<file path="config.mk">
export PLATFORM = sky130hd
export DESIGN_NAME = hta_ram
export DESIGN_NICKNAME = d
export VERILOG_FILES = /design/src/hdl/hta_ram.sv
export SDC_FILE = /design/constraint.sdc
export NUM_CORES = 1
export LEC_CHECK = 0
export BUFFER_PORTS_ARGS = -buffer_cell sky130_fd_sc_hd__clkbuf_2
export CELL_PAD_IN_SITES_DETAIL_PLACEMENT = 0
export CELL_PAD_IN_SITES_GLOBAL_PLACEMENT = 1
export CORE_UTILIZATION = 53
export CTS_BUF_LIST = sky130_fd_sc_hd__clkbuf_16
export CTS_CLUSTER_SIZE = 16
export DETAILED_ROUTE_END_ITERATION = 16
export PLACE_DENSITY_LB_ADDON = 0.3
export SLEW_MARGIN = 20
export SYNTH_ARGS = -nofsm -noshare
export SYNTH_HDL_FRONTEND = slang
export SYNTH_SLANG_ARGS = --single-unit
</file>
<file path="constraint.sdc">
create_clock -name clk -period 2.24 [get_ports clk]
set_input_delay 0.112 -clock clk [delete_from_list [all_inputs] [get_ports clk]]
set_output_delay 0.112 -clock clk [all_outputs]
set_load 0.01 [all_outputs]
</file>
<file path="src/hdl/hta_ram.sv">
// Generic single-write, single-read RAM with registered read data.
// No dependencies.
module hta_ram #(
	parameter int WIDTH = 8,
	parameter int DEPTH = 16
) (
	input  logic                     clk,
	input  logic                     we,
	input  logic [$clog2(DEPTH)-1:0] waddr,
	input  logic [WIDTH-1:0]         wdata,
	input  logic                     re,
	input  logic [$clog2(DEPTH)-1:0] raddr,
	output logic [WIDTH-1:0]         rdata
);

	logic [WIDTH-1:0] mem [DEPTH];
	logic [WIDTH-1:0] rdata_q;

	always_ff @(posedge clk) begin
		if (we) begin
			mem[waddr] <= wdata;
		end
		if (re) begin
			rdata_q <= mem[raddr];
		end
	end

	assign rdata = rdata_q;

endmodule

</file>
==> flow_metrics.py <==
metrics = {
    "finish": {
        "drive_gt1_share_pct": 30.74,
        "nets": 303,
        "final_cells": 425,
        "syn_to_final_growth_pct": 17.26,
        "diodes": 0,
        "finalInstanceArea_sq_mm": 0.006130,
    },
    "critical_path": {
        "cp.required_ps": 2370,
        "crit_family": "multiplexers",
        "regToRegEndpoint": "rdata[6]",
        "r2r-start": "mem[3][6]",
        "r2r_cells": 3,
        "crit_path_end_kind": "register",
        "critPathKind": "register to register",
        "startpoint_type": "register",
        "slowest_delay_ps": 470,
        "critPathBufInv": 0,
        "path_cells": "mux4_2, a22oi_1, nand2_1",
        "crit_path_max_fanout": 1,
        "slowest_stage": "mux4_2",
        "rrSetupSlack_ps": 730,
        "arrival_ps": 1630,
    },
    "global_route": {
        "grt_use_met1_pct": 29.19,
        "grt_pass1_vias": 2546,
        "grt-busiest-layer": "met2",
        "grt_usage_pct": 21.18,
        "antenna_found_initial": 0,
        "use_met3_pct": 5.659,
        "grt-ovfl-total": 0,
        "grtUsageMet2_pct": 32.44,
        "grt_pass1_wl_um": 14770,
        "grt_max_degree": 19,
    },
    "routing": {
        "num_vias": 2453,
        "drc": 0,
        "drtIter0Drc": 217,
        "wl_per_cell_um": 22.44,
        "first_pass_iters": 4,
        "routed_wl_um": 9539,
        "viasPerCell": 5.772,
        "ant_nets": 0,
    },
    "power_and_ir_drop": {
        "powerDensity_mw_per_mm2": 907.6,
        "power_frac_comb_pct": 4.7,
        "cell_internal_pwr_uw": 4466,
        "p_leak_uw": 0.002095,
        "p_seq_share_pct": 51.9,
        "swShare_pct": 19.72,
        "ir_worst_vdd_mv": 0.5373,
        "clkPwrFrac_pct": 43.4,
        "power.switching_uw": 1097,
    },
    "logic_synthesis": {
        "synth-seq-cells": 136,
        "netlist_top_cells_area": "edfxtp_1, mux4_2, mux4_1",
        "synth-seq-area-share_pct": 78.12,
        "synth_commonest_cells": "edfxtp_1, mux4_2, a22oi_1, mux4_1, nor2_1",
        "synth_top_area_share_pct": 78.12,
        "syn_area_sq_mm": 0.005228,
        "synth.most_common_cell": "edfxtp_1",
        "syn-num-nets": 248,
        "syn_avg_cell_area_sq_um": 22.83,
        "synth_flop_cell": "edfxtp_1",
        "synth_edf_count": 136,
        "synthCells": 229,
        "synthArstFlopShare_pct": 0,
        "yosysTopAreaCell": "edfxtp_1",
        "ys_warn_count": 0,
        "synth_cell_types": 18,
    },
    "clock_network": {
        "cts_tree": "done",
        "numCtsBuffers": 17,
        "cts_resized": 0,
        "postCtsHoldBufs": 0,
        "path_clk_slew_ps": 50,
        "h-tree-depth": 4,
        "cts_setup_buffers": 0,
        "insertion_delay_ps": 390,
        "cts_sinks": 136,
        "clock_path_buffers": 2,
        "clock-root-buffer": "clkbuf_16",
    },
    "place": {
        "place_area_sq_mm": 0.005608,
        "place_ws_ps": 412.2,
        "numPortBuffers": 26,
        "dp.cells": 394,
        "place_congestion": 0.7071,
        "place_hpwl_um": 6001,
    },
    "sta": {
        "post-route-period-util_pct": 67.21,
        "fin_tns_setup_ps": 0,
        "finClkSkew_ps": 8.104,
        "worst_pin_slew_ps": 704.9,
        "hold_violations": 0,
        "fmax_ghz": 0.6642,
        "setup-violations-final": 0,
        "postLayoutSetupSlackWorst_ps": 734.4,
        "relSlewSlack_pct": 52.91,
        "hold_ws_ps": 113.8,
        "min_period_ps": 1506,
        "rsz0062_at_grt": "no",
        "maxSlewViolCount": 0,
    },
    "min_path": {
        "min-delay-start": "re",
        "min-delay-path-class": "primary input to register",
        "min_path_cells": 1,
        "min_to": "rdata[3]",
    },
    "die": {
        "core_sq_mm": 0.009415,
        "rows": 35,
        "die_area_sq_mm": 0.01026,
        "die_w_um": 101.3,
        "start_util_pct": 55.52,
        "dieHeight_um": 101.3,
        "io_pins": 27,
    },
    "run_status": {
        "outcome": "finished, final reports clean",
    },
    "flow_run": {
        "maxCapViolCount": 0,
    },
}
## logic make-up after synthesis
group           after synthesis  share of synthesized area (%)
compound gates               16                          2.298
simple gates                 35                          3.136
mux                          32                          14.79
flops                       136                          78.12
buf+inv                      10                          1.651
## worst reg2reg max path: cells and delay by family, from the launching register on
| kind | cells | cell delay (ps) |
|---|---|---|
| AOI/OAI and AO/OA | 1 | 260 |
| muxes | 1 | 470 |
| DFF | 1 | 360 |
| and+or+nand+nor | 1 | 150 |
## how the worst max path moves through the flow
stage / startpoint / end / slack, ps / cells after the start
floorplan: waddr[2] / mem[0][0] / 640 / 2
global placement: raddr[0] / rdata[3] / 400 / 5
detailed placement: raddr[0] / rdata[3] / 410 / 5
CTS: mem[3][6] / rdata[6] / 710 / 3
global route: mem[3][6] / rdata[6] / 640 / 3
finish: mem[3][6] / rdata[6] / 730 / 3
## per-stage QoR
step                util, %  power (uW)
global placement      59.56        3193
CTS                   65.10        5598
detailed placement    59.56        3202
floorplan                 -        3082
global route          65.10        5725
finish                65.10        5563
## cells in the final DEF (no fill, tap or decap)
| master | instances |
|---|---|
| nor2b_1 | 1 |
| clkbuf_16 | 17 |
| nand3b_1 | 2 |
| or3b_2 | 1 |
| inv_1 | 4 |
| a22oi_1 | 16 |
| clkinv_2 | 5 |
| clkinv_1 | 1 |
| mux4_2 | 18 |
| clkinvlp_4 | 3 |
| nor3_1 | 4 |
| nand3_1 | 1 |
| edfxtp_1 | 136 |
| bufinv_16 | 1 |
| buf_4 | 18 |
| buf_12 | 2 |
| nand2_1 | 9 |
| nand2b_1 | 2 |
| clkbuf_2 | 26 |
| mux4_1 | 14 |
| and2_1 | 1 |
| nor2_1 | 13 |
| and2b_1 | 1 |
## routing by layer
metal	up-vias	wire (um)	part of all wire, %
met4	0	148	1.6
met5	-	0	0
li1	1094	-	-
met3	10	422	4.4
met2	77	4809	50
met1	1272	4158	44
## area by class of cell
cell class,instances,area [sq um]
clock buffer,17,425.4
timing repair buffer,46,305.3
clock inverter,14,96.34
tap,129,161.4
fill,612,3286
multi-input combinational,83,1057
sequential,136,4084
## power groups by stage
stage	logic, uW	clock network, uW	registers (uW)
after detailed placement	266	0	2940
final	262	2420	2890
after floorplan	145	0	2940
after CTS	266	2450	2890
after global placement	260	0	2930
after global routing	287	2550	2890
## flip-flops by register name, indices dropped and copies added, names as in the netlist
register,cells
mem,128
rdata,8
(Power assumes the default switching activity.)
